$ cat src/rtl/i2cms_pkg.sv
`timescale 1ns / 1ps
// ----------------------------------------------------------------------------
// i2cms_pkg
// Shared types and codes for the I2C master transaction sequencer.
// ----------------------------------------------------------------------------
package i2cms_pkg;

  typedef enum logic [2:0] {
    OP_BUF_WRITE = 3'd0,
    OP_BUF_READ  = 3'd1,
    OP_START     = 3'd2,
    OP_STATUS    = 3'd3,
    OP_TICK      = 3'd4
  } op_e;

  typedef enum logic [2:0] {
    ACT_NONE     = 3'd0,
    ACT_START    = 3'd1,
    ACT_TX       = 3'd2,
    ACT_RX_ACK   = 3'd3,
    ACT_RX_NACK  = 3'd4,
    ACT_STOP     = 3'd5,
    ACT_END_HOLD = 3'd6
  } act_e;

  // masked bus engine status codes
  localparam logic [7:0] ST_MASK     = 8'hF8;
  localparam logic [7:0] ST_START    = 8'h08;
  localparam logic [7:0] ST_RSTART   = 8'h10;
  localparam logic [7:0] ST_SLAW_ACK = 8'h18;
  localparam logic [7:0] ST_DTX_ACK  = 8'h28;
  localparam logic [7:0] ST_SLAR_ACK = 8'h40;
  localparam logic [7:0] ST_DRX_ACK  = 8'h50;
  localparam logic [7:0] ST_DRX_NACK = 8'h58;
  localparam logic [7:0] ST_IDLE_WR  = 8'hF8;
  localparam logic [7:0] ST_IDLE_RD  = 8'h00;

  localparam logic [15:0] TIMEOUT_RESET = 16'd300;
  localparam logic [15:0] TICKS_MAX     = 16'hFFFF;

  typedef struct packed {
    logic [2:0] operation;
    logic [4:0] buf_index;
    logic [7:0] data_byte;
    logic [6:0] target_address;
    logic       direction;
    logic [5:0] length;
    logic       keep_line;
    logic [7:0] bus_status;
    logic [7:0] received_byte;
  } item_t;

  typedef struct packed {
    act_e       action;
    logic [7:0] tx_byte;
    logic       busy;
    logic       done;
    logic       success;
    logic       timed_out;
    logic [7:0] last_status;
    logic [7:0] read_data;
    logic       rejected;
  } res_t;

endpackage

$ cat src/rtl/i2cms_buf.sv
`timescale 1ns / 1ps
// ----------------------------------------------------------------------------
// i2cms_buf
// Message buffer: one write port, two registered read ports with
// write-to-read forwarding.
// ----------------------------------------------------------------------------
module i2cms_buf #(
  parameter int Depth = 32,
  parameter int Aw    = 5
) (
  input  logic          clk_i,
  input  logic          we_i,
  input  logic [Aw-1:0] waddr_i,
  input  logic [7:0]    wdata_i,
  input  logic          re_i,
  input  logic [Aw-1:0] raddr0_i,
  input  logic [Aw-1:0] raddr1_i,
  output logic [7:0]    rdata0_o,
  output logic [7:0]    rdata1_o
);

  logic [7:0] mem [Depth];
  logic [7:0] rdata0_q;
  logic [7:0] rdata1_q;

  always_ff @(posedge clk_i) begin
    if (we_i) begin
      mem[waddr_i] <= wdata_i;
    end
  end

  // a write in the same cycle wins over the stored byte
  always_ff @(posedge clk_i) begin
    if (re_i) begin
      rdata0_q <= (we_i && waddr_i == raddr0_i) ? wdata_i : mem[raddr0_i];
      rdata1_q <= (we_i && waddr_i == raddr1_i) ? wdata_i : mem[raddr1_i];
    end
  end

  assign rdata0_o = rdata0_q;
  assign rdata1_o = rdata1_q;

endmodule

$ cat src/rtl/i2cms_ctrl.sv
`timescale 1ns / 1ps
// ----------------------------------------------------------------------------
// i2cms_ctrl
// Transfer state and next-action decision for one registered item.
// ----------------------------------------------------------------------------
module i2cms_ctrl #(
  parameter int Depth = 32,
  parameter int Aw    = 5
) (
  input  logic                clk_i,
  input  logic                rst_ni,
  input  logic                fire_i,
  input  i2cms_pkg::item_t    item_i,
  input  logic [7:0]          rd_buf_i,
  input  logic [7:0]          tx_buf_i,
  input  logic [15:0]         timeout_limit_i,
  output logic                we_o,
  output logic [Aw-1:0]       waddr_o,
  output logic [7:0]          wdata_o,
  output logic [Aw-1:0]       cnt_addr_o,
  output i2cms_pkg::res_t     res_o
);
  import i2cms_pkg::*;

  logic [5:0]  cnt_q, cnt_d, cnt_n;
  logic [5:0]  len_q, len_d;
  logic [6:0]  addr_q, addr_d;
  logic        rmode_q, rmode_d;
  logic        hold_q, hold_d;
  logic        busy_q, busy_d;
  logic [7:0]  stat_q, stat_d;
  logic [15:0] ticks_q, ticks_d;

  logic        finish;
  logic        cnt_ok;
  logic        idx_ok;
  logic [7:0]  st;
  logic [5:0]  len_sat;
  logic        store;
  op_e         op;

  always_ff @(posedge clk_i or negedge rst_ni) begin
    if (!rst_ni) begin
      cnt_q   <= '0;
      len_q   <= '0;
      addr_q  <= '0;
      rmode_q <= 1'b0;
      hold_q  <= 1'b0;
      busy_q  <= 1'b0;
      stat_q  <= '0;
      ticks_q <= '0;
    end else if (fire_i) begin
      cnt_q   <= cnt_n;
      len_q   <= len_d;
      addr_q  <= addr_d;
      rmode_q <= rmode_d;
      hold_q  <= hold_d;
      busy_q  <= busy_d;
      stat_q  <= stat_d;
      ticks_q <= ticks_d;
    end
  end

  assign cnt_d      = fire_i ? cnt_n : cnt_q;
  assign cnt_addr_o = Aw'(cnt_d);

  always_comb begin
    op      = op_e'(item_i.operation);
    st      = item_i.bus_status & ST_MASK;
    cnt_ok  = (cnt_q < len_q) && (int'(cnt_q) < Depth);
    idx_ok  = int'(item_i.buf_index) < Depth;
    len_sat = (int'(item_i.length) > Depth) ? 6'(Depth) : item_i.length;
    finish  = 1'b0;
    store   = 1'b0;

    cnt_n   = cnt_q;
    len_d   = len_q;
    addr_d  = addr_q;
    rmode_d = rmode_q;
    hold_d  = hold_q;
    busy_d  = busy_q;
    stat_d  = stat_q;
    ticks_d = ticks_q;

    we_o    = 1'b0;
    waddr_o = Aw'(item_i.buf_index);
    wdata_o = item_i.data_byte;

    res_o = '{action: ACT_NONE, tx_byte: 8'h00, busy: 1'b0, done: 1'b0,
              success: 1'b0, timed_out: 1'b0, last_status: 8'h00,
              read_data: 8'h00, rejected: 1'b0};

    unique case (op)
      OP_BUF_WRITE: begin
        we_o = fire_i && idx_ok;
      end
      OP_BUF_READ: begin
        res_o.read_data = idx_ok ? rd_buf_i : 8'h00;
      end
      OP_START: begin
        if (busy_q) begin
          res_o.rejected = 1'b1;
        end else begin
          addr_d       = item_i.target_address;
          rmode_d      = item_i.direction;
          len_d        = len_sat;
          hold_d       = item_i.keep_line;
          cnt_n        = '0;
          ticks_d      = '0;
          stat_d       = item_i.direction ? ST_IDLE_RD : ST_IDLE_WR;
          busy_d       = 1'b1;
          res_o.action = ACT_START;
        end
      end
      OP_STATUS: begin
        if (busy_q) begin
          stat_d = st;
          unique case (st)
            ST_START, ST_RSTART: begin
              res_o.action  = ACT_TX;
              res_o.tx_byte = {addr_q, rmode_q};
            end
            ST_SLAW_ACK, ST_DTX_ACK: begin
              if (cnt_ok) begin
                res_o.action  = ACT_TX;
                res_o.tx_byte = tx_buf_i;
                cnt_n         = cnt_q + 6'd1;
              end else begin
                finish = 1'b1;
              end
            end
            ST_DRX_ACK, ST_SLAR_ACK: begin
              store = (st == ST_DRX_ACK) && cnt_ok;
              if (store) begin
                cnt_n = cnt_q + 6'd1;
              end
              if (len_q == '0) begin
                finish = 1'b1;
              end else begin
                // counter after the store decides ack or nack
                res_o.action = ((7'(cnt_n) + 7'd1) < 7'(len_q)) ? ACT_RX_ACK : ACT_RX_NACK;
              end
            end
            ST_DRX_NACK: begin
              store  = cnt_ok;
              if (store) begin
                cnt_n = cnt_q + 6'd1;
              end
              finish = 1'b1;
            end
            default: begin
              finish = 1'b1;
            end
          endcase
          if (store) begin
            we_o    = fire_i;
            waddr_o = Aw'(cnt_q);
            wdata_o = item_i.received_byte;
          end
          if (finish) begin
            res_o.action = hold_q ? ACT_END_HOLD : ACT_STOP;
            busy_d       = 1'b0;
            res_o.done   = 1'b1;
          end
        end
      end
      OP_TICK: begin
        if (busy_q) begin
          if (ticks_q < TICKS_MAX) begin
            ticks_d = ticks_q + 16'd1;
          end
          if (ticks_d > timeout_limit_i) begin
            busy_d          = 1'b0;
            res_o.done      = 1'b1;
            res_o.timed_out = 1'b1;
          end
        end
      end
      default: begin
      end
    endcase

    // expected completion code depends on direction and zero length
    if (res_o.done) begin
      if (rmode_q) begin
        res_o.success = (len_q != '0) ? (stat_d == ST_DRX_NACK) : (stat_d == ST_SLAR_ACK);
      end else begin
        res_o.success = (len_q != '0) ? (stat_d == ST_DTX_ACK) : (stat_d == ST_SLAW_ACK);
      end
    end
    res_o.busy        = busy_d;
    res_o.last_status = stat_d;
  end

endmodule

$ cat src/rtl/i2c_master_transaction_sequencer.sv
`timescale 1ns / 1ps
// ----------------------------------------------------------------------------
// i2c_master_transaction_sequencer
// Sequences one I2C master transfer over a byte-level bus engine.
//
//   channel  signals                      direction  transaction when
//   in       in_valid_i / in_stall_o      in         valid & !stall
//   out      out_valid_o / out_stall_i    out        valid & !stall
//   cfg      cfg_valid_i / cfg_ready_o    in         valid & ready
//
// One item per cycle while the output is not stalled; an accepted item passes
// through the input register and then the result register.
// Buffer reads are registered together with the input register.
// Reset clears all transfer state; buffer contents are unknown until written.
// A stalled output holds the input register, which then stalls the input.
// ----------------------------------------------------------------------------
module i2c_master_transaction_sequencer #(
  parameter int BUFFER_DEPTH = 32
) (
  input  logic        clk_i,
  input  logic        rst_ni,
  input  logic        in_valid_i,
  output logic        in_stall_o,
  input  logic [2:0]  operation_i,
  input  logic [4:0]  buf_index_i,
  input  logic [7:0]  data_byte_i,
  input  logic [6:0]  target_address_i,
  input  logic        direction_i,
  input  logic [5:0]  length_i,
  input  logic        keep_line_i,
  input  logic [7:0]  bus_status_i,
  input  logic [7:0]  received_byte_i,
  output logic        out_valid_o,
  input  logic        out_stall_i,
  output logic [2:0]  action_o,
  output logic [7:0]  tx_byte_o,
  output logic        busy_res_o,
  output logic        done_res_o,
  output logic        success_o,
  output logic        timed_out_o,
  output logic [7:0]  last_status_o,
  output logic [7:0]  read_data_o,
  output logic        rejected_o,
  input  logic        cfg_valid_i,
  output logic        cfg_ready_o,
  input  logic [15:0] cfg_data_i
);
  import i2cms_pkg::*;

  localparam int Aw = (BUFFER_DEPTH > 1) ? $clog2(BUFFER_DEPTH) : 1;

  logic        a_valid_q, a_valid_d;
  item_t       a_item_q;
  logic        out_valid_q, out_valid_d;
  res_t        out_res_q;
  logic [15:0] limit_q;

  logic        accept;
  logic        a_fire;
  res_t        res;
  logic        we;
  logic [Aw-1:0] waddr;
  logic [7:0]  wdata;
  logic [Aw-1:0] cnt_addr;
  logic [7:0]  rd_buf;
  logic [7:0]  tx_buf;

  assign a_fire     = a_valid_q && (!out_valid_q || !out_stall_i);
  assign in_stall_o = a_valid_q && !a_fire;
  assign accept     = in_valid_i && !in_stall_o;
  assign a_valid_d  = accept ? 1'b1 : (a_fire ? 1'b0 : a_valid_q);
  assign out_valid_d = a_fire ? 1'b1 : (out_stall_i ? out_valid_q : 1'b0);
  assign cfg_ready_o = 1'b1;

  always_ff @(posedge clk_i or negedge rst_ni) begin
    if (!rst_ni) begin
      a_valid_q   <= 1'b0;
      out_valid_q <= 1'b0;
      limit_q     <= TIMEOUT_RESET;
    end else begin
      a_valid_q   <= a_valid_d;
      out_valid_q <= out_valid_d;
      if (cfg_valid_i && cfg_ready_o) begin
        limit_q <= cfg_data_i;
      end
    end
  end

  always_ff @(posedge clk_i) begin
    if (accept) begin
      a_item_q <= '{operation: operation_i, buf_index: buf_index_i,
                    data_byte: data_byte_i, target_address: target_address_i,
                    direction: direction_i, length: length_i,
                    keep_line: keep_line_i, bus_status: bus_status_i,
                    received_byte: received_byte_i};
    end
    if (a_fire) begin
      out_res_q <= res;
    end
  end

  i2cms_buf #(
    .Depth (BUFFER_DEPTH),
    .Aw    (Aw)
  ) u_buf (
    .clk_i    (clk_i),
    .we_i     (we),
    .waddr_i  (waddr),
    .wdata_i  (wdata),
    .re_i     (accept),
    .raddr0_i (Aw'(buf_index_i)),
    .raddr1_i (cnt_addr),
    .rdata0_o (rd_buf),
    .rdata1_o (tx_buf)
  );

  i2cms_ctrl #(
    .Depth (BUFFER_DEPTH),
    .Aw    (Aw)
  ) u_ctrl (
    .clk_i           (clk_i),
    .rst_ni          (rst_ni),
    .fire_i          (a_fire),
    .item_i          (a_item_q),
    .rd_buf_i        (rd_buf),
    .tx_buf_i        (tx_buf),
    .timeout_limit_i (limit_q),
    .we_o            (we),
    .waddr_o         (waddr),
    .wdata_o         (wdata),
    .cnt_addr_o      (cnt_addr),
    .res_o           (res)
  );

  assign out_valid_o   = out_valid_q;
  assign action_o      = out_res_q.action;
  assign tx_byte_o     = out_res_q.tx_byte;
  assign busy_res_o    = out_res_q.busy;
  assign done_res_o    = out_res_q.done;
  assign success_o     = out_res_q.success;
  assign timed_out_o   = out_res_q.timed_out;
  assign last_status_o = out_res_q.last_status;
  assign read_data_o   = out_res_q.read_data;
  assign rejected_o    = out_res_q.rejected;

endmodule
$ cat config.mk
export PLATFORM = sky130hd
export DESIGN_NAME = i2c_master_transaction_sequencer
export DESIGN_NICKNAME = d
export VERILOG_FILES = /design/src/rtl/i2cms_pkg.sv /design/src/rtl/i2cms_buf.sv /design/src/rtl/i2cms_ctrl.sv /design/src/rtl/i2c_master_transaction_sequencer.sv
export SDC_FILE = /design/constraint.sdc
export NUM_CORES = 1
export LEC_CHECK = 0
export BUFFER_PORTS_ARGS = -buffer_cell sky130_fd_sc_hd__buf_2
export CAP_MARGIN = 10
export CORE_MARGIN = 5
export CORE_UTILIZATION = 34
export CTS_BUF_LIST = sky130_fd_sc_hd__clkbuf_4
export CTS_CLUSTER_SIZE = 16
export DETAILED_ROUTE_END_ITERATION = 10
export GPL_ROUTABILITY_DRIVEN = 0
export SETUP_SLACK_MARGIN = 0.4
export SLEW_MARGIN = 20
export SYNTH_ARGS = -nofsm -noshare
export SYNTH_HDL_FRONTEND = slang
export SYNTH_HIERARCHICAL = 1
export SYNTH_SLANG_ARGS = --single-unit
$ cat constraint.sdc
create_clock -name clk_i -period 5.8 [get_ports clk_i]
set_clock_uncertainty 0.1 [all_clocks]
set_input_delay 1.74 -clock clk_i [delete_from_list [all_inputs] [get_ports clk_i]]
set_output_delay 1.74 -clock clk_i [all_outputs]
set_load 0.01 [all_outputs]
; Word level (Yosys, flattened, before mapping)
; Memories as Yosys holds them, arrays and structs flattened. A register that Yosys moved wholly into a read port is not among the register bits.
; Index checks and enable logic that the tools add are counted.
[word_totals]
n_memories = 1
in_bits = 68
wordCells = 154
output_inout_bits = 35
register_bits = 143
mem_bits_rw = 256
[mem_list]
columns = memory, depth, width, rd, rd_clocked_by_memory_dff, write_ports, line
row1 = u_buf.mem, 32, 8, 2, 2, 1, i2cms_buf.sv:22  ; logic [7:0] mem [Depth];
[classes]
add_sub_neg = 3
eq_ne = 21
n_mux = 68
n_reduce_logical = 24
bitwise_logic = 1
n_lt_le_gt_ge = 6
[ops]
columns = cell, count
row1 = $mux W16, 5
row2 = $mux W6, 8
row3 = $mux W8, 6
row4 = $pmux W16 S2, 1
row5 = $pmux W8 S2, 2
row6 = $mux W1, 27
row7 = $pmux W6 S2, 2
row8 = $mux W5, 4
row9 = $add A16 B1 Y16 const B, 1
row10 = $eq A8 B7 Y1 const B, 2
row11 = $gt A16 B16 Y1, 1
row12 = $lt A16 B16 Y1 const B, 1
row13 = $eq A5 B4 Y1 const B, 3
row14 = $mux W11, 1
row15 = $eq A5 B2 Y1 const B, 2
row16 = $mux W10, 1
row17 = $mux W3, 3
row18 = $pmux W3 S3, 1
row19 = $eq A8 B5 Y1 const B, 1
row20 = $eq A8 B6 Y1 const B, 1
row21 = $add A6 B1 Y7 const B, 1
row22 = $lt A7 B6 Y1, 1
row23 = $add A6 B1 Y6 const B, 1
row24 = $eq A3 B2 Y1 const B, 2
row25 = other kinds (29), 45

; Logic depth before layout (Yosys ltp)
; Gate-level depths: netlist of the first run.
[logic_depth]
word_depth = 15
depth_mapped = 17
ltp_nobuf = 15

; Modules after synthesis
; Netlist of the first run, hierarchy kept.
[by_module_without_submodules]
columns = module, seq_area_each_um2, cells_per_inst, area_each_um2, instances
row1 = i2cms_buf, 8167.8, 783, 13244.0, 1
row2 = i2cms_ctrl, 1151.1, 506, 4234.1, 1
row3 = i2c_master_transaction_sequencer, 2827.7, 123, 3124.2, 1

; Least setup slack after synthesis of the first run
; OpenSTA, ideal clock, no wires.
[synth_path]
path_kind = input to register
startpoint = in out_stall_i
endpoint = reg u_buf.rdata1_q[4], in the netlist u_buf/rdata1_o[4] (read register of u_buf.mem) (data pin)
t_arrival_ns = 7.031
t_required_ns = 5.431
setup_ns = 0.269
path_slack_ns = -1.599
cell_stages = 13
path_buffers = 3
path_cell_list = a21boi_0 and2_2 nand2_1 a31o_1 a31o_1 mux2_4 buf_6 buf_2 clkbuf_1 a2111oi_0 nor3_1 a221oi_1 o31ai_1
[synth_between]
elab_cells_between_ends = 8
classes_between = 1 x mux / 7 x reduce/logical
[synth_rtl]
columns = element, line
row1 = start: declaration, i2c_master_transaction_sequencer.sv:34  ; input logic out_stall_i,
row2 = $logic_not A1 Y1, i2c_master_transaction_sequencer.sv:68  ; assign a_fire = a_valid_q && (!out_valid_q || !out_stall_i);
row3 = $logic_or A1 B1 Y1, i2c_master_transaction_sequencer.sv:68
row4 = $logic_and A1 B1 Y1, i2c_master_transaction_sequencer.sv:68
row5 = $mux W5, i2cms_ctrl.sv:64  ; assign cnt_d = fire_i ? cnt_n : cnt_q;
row6 = named net cnt_addr[0], i2c_master_transaction_sequencer.sv:64  ; logic [Aw-1:0] cnt_addr;
row7 = end: declaration, i2cms_buf.sv:24  ; logic [7:0] rdata1_q;
; The timed path passes the listed nets, and every way through them passes these cells.
; A chain may end at the register's enable or synchronous reset.

; Worst setup path after layout of the first run
[layout_path]
startpoint = reg u_ctrl.cnt_q[5]
endpoint = mem u_buf.mem[5][2], enable pin
[layout_between]
elab_chain_len = 11
elab_cells_between_ends = 15
classes_between = 2 x order compare / 11 x mux / 2 x reduce/logical
[layout_lines]
columns = element, line
row1 = start: declaration, i2cms_ctrl.sv:25  ; logic [5:0] cnt_q, cnt_d, cnt_n;
row2 = start signal: assignment, i2cms_ctrl.sv:53  ; cnt_q <= cnt_n;
row3 = $lt A6 B6 Y1, i2cms_ctrl.sv:70  ; cnt_ok = (cnt_q < len_q) && (int'(cnt_q) < Depth);
row4 = $logic_and A1 B1 Y1 *, i2cms_ctrl.sv:70
row5 = $logic_and A1 B1 Y1, i2cms_ctrl.sv:133  ; store = (st == ST_DRX_ACK) && cnt_ok;
row6 = $pmux W1 S2 *, i2cms_ctrl.sv:118  ; unique case (st)
row7 = $mux W1 *, i2cms_ctrl.sv:116  ; if (busy_q) begin
row8 = $mux W1 *, i2cms_ctrl.sv:93  ; unique case (op)
row9 = $mux W1 *, i2cms_ctrl.sv:155  ; if (store) begin
row10 = $mux W1 *, i2cms_ctrl.sv:116
row11 = $pmux W1 S2 *, i2cms_ctrl.sv:93
row12 = named net we, i2c_master_transaction_sequencer.sv:61  ; logic we;
row13 = $mux W1 *, i2cms_buf.sv:27  ; if (we_i) begin
row14 = $mux W1 (not written as such) *, i2cms_buf.sv:28  ; mem[waddr_i] <= wdata_i;
row15 = end: declaration, i2cms_buf.sv:22
; Mark *: on every way through the listed nets, which the timed path passes. The rest lies on a longest branch. The select of a mux whose other input is x is not followed.

==> impl_metrics.tcl, run 1 <==
set metrics [dict create \
    h-tree-depth 3 \
    slew_violations 0 \
    finalCritPeriodShare 0.8236 \
    drive_above_1_share 0.2807 \
    placementRows 90 \
    clk_path_buf_depth 3 \
    rr_worst_depth 8 \
    final_antenna_net_count 0 \
    hold_depth 1 \
    drc 0 \
    switching_power_mw 1.757 \
    grt_max_degree 65 \
    pin_count 103 \
    syn_avg_cell_area_um2 14.56 \
    die_width_um 255.6 \
    total_leakage_power_nw 8.216 \
    ctsHoldBuffers 0 \
    stdcell_area_um2 23220 \
    clkPwrFrac 0.373 \
    syn_inst 1409 \
    timing.rr.start "u_ctrl/cnt_q[5]$_DFFE_PN0P_" \
    regToRegEndpoint "u_buf/mem[5][2]$_DFFE_PP_" \
    wire_per_inst_um 20.96 \
    hp-start "a_item_q[26]$_DFFE_PP_" \
    utilization 0.3870 \
    final_nets 1674 \
    cp_top_family "simple AND/OR/NAND/NOR gates" \
    cts.sinks 412 \
    detailed_place_hpwl_um 34470 \
    worst_pin_slew_ns 1.035 \
    cts-root-buf "clkbuf_4" \
    regToRegSetupSlack_ns 1.02 \
    drtIter0Drc 1109 \
    fmax_mhz 209.3 \
    fin_total_pwr_mw 6.728 \
    worstPathCellList "ha_1 -> a211oi_1 -> o21ai_0 -> a21oi_2 -> nand4_2 -> a21boi_0 -> nand3b_1 -> nor2_1" \
    path_max_fanout 14 \
    relSlewSlack 0.3048 \
    fp.dieArea_um2 65340 \
    path_class "reg -> reg" \
    area_growth_pct 13.22 \
    start_util 0.3418 \
    cts_resized 0 \
    worst_ep_arrival_time_ns 5.13 \
    tritoncts "yes" \
    core_um2 60020 \
    gr-total-overflow 0 \
    hold_viol 0 \
    switching_share 0.2612 \
    min_path_type "reg -> reg" \
    cts-buffers-inserted 109 \
    grt_pass1_vias 13300 \
    path_buf_inv 0 \
    cts_post_setup_buffers_inserted 0 \
    vias 13070 \
    syn_area_um2 20510 \
    routed_via_density 5.344 \
    antenna_found_initial 3 \
    critical-path-slowest-cell "nor2_1" \
    max_stage_delay_ns 0.82 \
    ir_drop_v 0.0001284 \
    grt_use_total 0.1534 \
    maxCapViolations 0 \
    status "finished clean" \
    die_h_um 255.6 \
    ys_warn_count 6 \
    setup_viol 0 \
    whs_ns 0.3397 \
    synth.net_count 1507 \
    dr.pass1.iters 7 \
    grt_setup_unrepaired "false" \
    place_area_um2 21840 \
    min_to "u_ctrl/addr_q[2]$_DFFE_PN0P_" \
    routed_wl_um 51250 \
    clk_latency_ns 0.84 \
    setup_tns_ns 0 \
    required_ns 6.15 \
    pwr-share-seq 0.514 \
    grt_pass1_wl_um 78890 \
    port_buffers 98 \
    fin_crit_ns 4.777 \
    end_kind "flip-flop" \
    comb_power_share 0.113 \
    start_kind "flip-flop" \
    p_int_mw 4.971 \
    power.density_nw_per_um2 289.7 \
    clkTransAtPathRegs_ns 0.07 \
]
state kept, by name, summed over array words and instances, names as in the netlist, 7 cells and up:
register and cells:
u_ctrl/stat_q 8, last_status_o 8, u_ctrl/ticks_q 16, limit_q 16
a_item_q 44, u_buf/rdata1_o 8, u_ctrl/addr_q 7, u_buf/rdata0_o 8
read_data_o 8, tx_byte_o 8, u_buf/mem 256
power groups by stage:
stage               Clock, mW  Combinational [mW]  Sequential, mW
finish                   2.51               0.761            3.46
global route             2.78               0.840            3.47
CTS                      2.60               0.763            3.46
detailed placement          0               0.760            3.52
global placement            0               0.741            3.52
floorplan                   0               0.555            3.49
placed cells by master (no fill, tap or decap), drive strengths merged, types with 14 or more instances in the layout:
cell type and n:
nor2b 35, xnor2 20, nand2b 29, a22o 24, nand3 23, a2111oi 14
nand2 65, o21ai 29, a21oi 44, and2 23, edfxtp 348, nor3 20
dfrtp 60, clkbuf 143, inv 37, buf 150, clkinv 44, a211oi 22
a22oi 16, nor2 68, mux2 78, mux4 78, a221oi 27, ha 30
o22ai 28, o31ai 18, mux2i 70
metrics by stage:
stage	instances	setup slack (ns)
2_1_floorplan	1409	0.6194
3_3_place_gp	2247	0.3356
3_5_place_dp	2247	0.2954
4_1_cts	2442	1.067
5_1_grt	2444	0.7371
6_report	2445	1.023
metal layers:
| layer | vias up | wire length [um] | GRT usage |
|---|---|---|---|
| met1 | 6490 | 21570 | 0.1983 |
| met2 | 490 | 24800 | 0.2540 |
| li1 | 6009 | - | - |
| met4 | 2 | 1361 | 0.05712 |
| met5 | - | 12 | 0 |
| met3 | 76 | 3501 | 0.03482 |
how the worst max path moves through the flow:
| stage | depth (start not counted) | from | slack (ns) | to |
|---|---|---|---|---|
| after floorplan | 13 | out_stall_i | 0.62 | u_buf/rdata1_o[4]$_DFFE_PP_ |
| after CTS | 10 | u_ctrl/cnt_q[5]$_DFFE_PN0P_ | 1.07 | u_buf/rdata1_o[7]$_DFFE_PP_ |
| after detailed placement | 9 | out_stall_i | 0.30 | u_buf/rdata1_o[7]$_DFFE_PP_ |
| after global placement | 9 | out_stall_i | 0.34 | u_buf/rdata1_o[7]$_DFFE_PP_ |
| after global routing | 8 | u_ctrl/cnt_q[5]$_DFFE_PN0P_ | 0.74 | u_buf/mem[5][5]$_DFFE_PP_ |
| final | 8 | u_ctrl/cnt_q[5]$_DFFE_PN0P_ | 1.02 | u_buf/mem[5][2]$_DFFE_PP_ |
area by class of cell:
type                            instances  area (um2)
Antenna cell                            3       7.507
Clock buffer                          143        1074
Timing Repair Buffer                  150       898.4
Inverter                               34       127.6
Tap cell                              782       978.4
Multi-Input combinational cell        869        7780
Fill cell                            5626       36800
Sequential cell                       412       12060
Clock inverter                         52       302.8
Note: power is estimated with default switching activity, not from simulation.
==> inputs of run 2 (changes only) <==
==> constraint.sdc (replaced) <==
create_clock -name clk_i -period 4.25 [get_ports clk_i]
set_clock_uncertainty 0.1 [all_clocks]
set_input_delay 1.275 -clock clk_i [delete_from_list [all_inputs] [get_ports clk_i]]
set_output_delay 1.275 -clock clk_i [all_outputs]
set_load 0.01 [all_outputs]
==> impl_metrics.tcl, run 2 (same netlist as run 1, synthesis figures left out) <==
set metrics [dict create \
    status "finished clean" \
    cts-buffers-inserted 109 \
    core_um2 60020 \
    worst_pin_slew_ns 1.130 \
    setup_viol 0 \
    start_kind "flip-flop" \
    path_class "reg -> reg" \
    drtIter0Drc 1040 \
    worst_ep_arrival_time_ns 4.29 \
    final_antenna_net_count 0 \
    dr.pass1.iters 5 \
    endpoint "u_buf/rdata1_o[2]$_DFFE_PP_" \
    grt_use_total 0.1613 \
    cts-root-buf "clkbuf_4" \
    die_h_um 255.6 \
    wire_per_inst_um 21.30 \
    clk_latency_ns 0.85 \
    critical-path-slowest-cell "mux4_2" \
    maxCapViolations 0 \
    fillers 5494 \
    final_common_cell "edfxtp_1" \
    tritoncts "yes" \
    port_buffers 98 \
    h-tree-depth 3 \
    grt_pass1_wl_um 83190 \
    drc 0 \
    path_max_fanout 7 \
    total_leakage_power_nw 8.865 \
    end_kind "flip-flop" \
    finalCritPeriodShare 0.8988 \
    clk_path_buf_depth 3 \
    utilization 0.4108 \
    placementRows 90 \
    hp-start "a_valid_q$_DFFE_PN0P_" \
    required_ns 4.72 \
    ir_drop_v 0.0001861 \
    fp.dieArea_um2 65340 \
    area_growth_pct 20.21 \
    fin_total_pwr_mw 9.499 \
    die_width_um 255.6 \
    reg_top3 "u_buf/mem x256, a_item_q x44" \
    ctsHoldBuffers 0 \
    gr-total-overflow 0 \
    detailed_place_hpwl_um 36970 \
    cts.sinks 412 \
    regToRegEndpoint "u_buf/rdata1_o[2]$_DFFE_PP_" \
    vias 13670 \
    grt_setup_unrepaired "true" \
    pin_count 103 \
    max_stage_delay_ns 0.47 \
    final_nets 1760 \
    place_area_um2 22660 \
    regToRegSetupSlack_ns 0.43 \
    antenna_found_initial 3 \
    start_util 0.3418 \
    fin_cells 2530 \
    rr_worst_depth 13 \
    relSlewSlack 0.2405 \
    grt_pass1_vias 13920 \
    stdcell_area_um2 24660 \
    min_path_type "reg -> reg" \
    dp_cells 2316 \
    grt_max_degree 65 \
    worstPathCellList "inv_2 -> ha_4 -> a211oi_4 -> o21a_1 -> o211ai_2 -> a31o_1 -> a31o_4 -> mux2_4 -> buf_6 -> mux4_2 -> mux2_4 -> a221oi_4 -> o31ai_2" \
    routed_wl_um 53890 \
    hold_viol 0 \
    regMostFlops "u_buf/mem" \
    largest_reg_flops 256 \
    routed_via_density 5.404 \
    fin_crit_ns 3.820 \
    crit_start "u_ctrl/len_q[5]$_DFFE_PN0P_" \
    crit_top_cell "mux2_4" \
    power.density_nw_per_um2 385.2 \
    whs_ns 0.3728 \
    clkTransAtPathRegs_ns 0.07 \
    final_cell_mix "edfxtp_1, clkbuf_4, buf_4" \
    drive_above_1_share 0.3647 \
    slew_violations 0 \
    timing.rr.start "u_ctrl/len_q[5]$_DFFE_PN0P_" \
    fmax_mhz 261.8 \
]
-- run 2: cell types whose count changed in the layout (fill, tap and decap cells not counted), moves of 9 or more --
| cell | delta |
|---|---|
| buf_4 | +65 |
| buf_12 | +10 |
| a221oi_2 | +9 |
| clkinv_1 | -16 |
| mux2_2 | -11 |
| clkinv_2 | -9 |
| buf_6 | +10 |
| clkbuf_4 | +26 |
| a221oi_1 | -14 |
-- run 2: how the worst min path moves through the flow --
stage,to,slack (ns),cells after the start
after floorplan,u_ctrl/addr_q[0]$_DFFE_PN0P_,0.33,1
after CTS,out_valid_o$_DFFE_PN0P_,0.37,1
final,out_valid_o$_DFFE_PN0P_,0.37,1
after detailed placement,u_ctrl/addr_q[1]$_DFFE_PN0P_,0.35,1
after global routing,out_valid_o$_DFFE_PN0P_,0.37,1
after global placement,u_ctrl/addr_q[1]$_DFFE_PN0P_,0.34,1
-- run 2: metal layers --
metal	track usage	vias to the layer above	routed length [um]
met5	0	-	0
met4	0.04813	0	1414
met3	0.03778	98	3699
met2	0.2684	503	26000
met1	0.2118	6894	22770
li1	-	6177	-
-- run 2: where the power goes --
part	internal [mW]	switching, mW
logic	0.534	0.697
clock network	1.97	1.60
registers	4.59	0.111
total	7.09	2.41
-- run 2: critical path, delay by kind of cell (launching register included) --
family,cells,cell delay (ns)
fa+ha+maj,1,0.22
compound gates,7,1.45
flops,1,0.39
buf+inv,2,0.25
mux,3,1.15
-- run 2: area by class of cell --
cell class,count,area (um2),area share
Antenna cell,4,10.01,0.0004059
Clock buffer,169,1269,0.05145
Clock inverter,24,177.7,0.007206
Inverter,34,127.6,0.005176
Multi-Input combinational cell,870,8339,0.3382
Sequential cell,412,12060,0.4890
Tap cell,782,978.4,0.03968
Timing Repair Buffer,235,1699,0.06891
-- run 2: through the flow --
step / worst slack [ns] / setup TNS (ns)
2_1_floorplan: -0.3008 / -2.343
3_3_place_gp: -0.2557 / -1.785
3_5_place_dp: -0.2975 / -2.048
4_1_cts: 0.4267 / 0
5_1_grt: 0.2297 / 0
6_report: 0.4302 / 0
-- run 2: timing repair --
action	4_1_cts	5_1_grt
buffers inserted	9	7
cloned	1	0
endpoints found under the setup margin	11	18
pin swaps	3	16
resized for setup	23	55
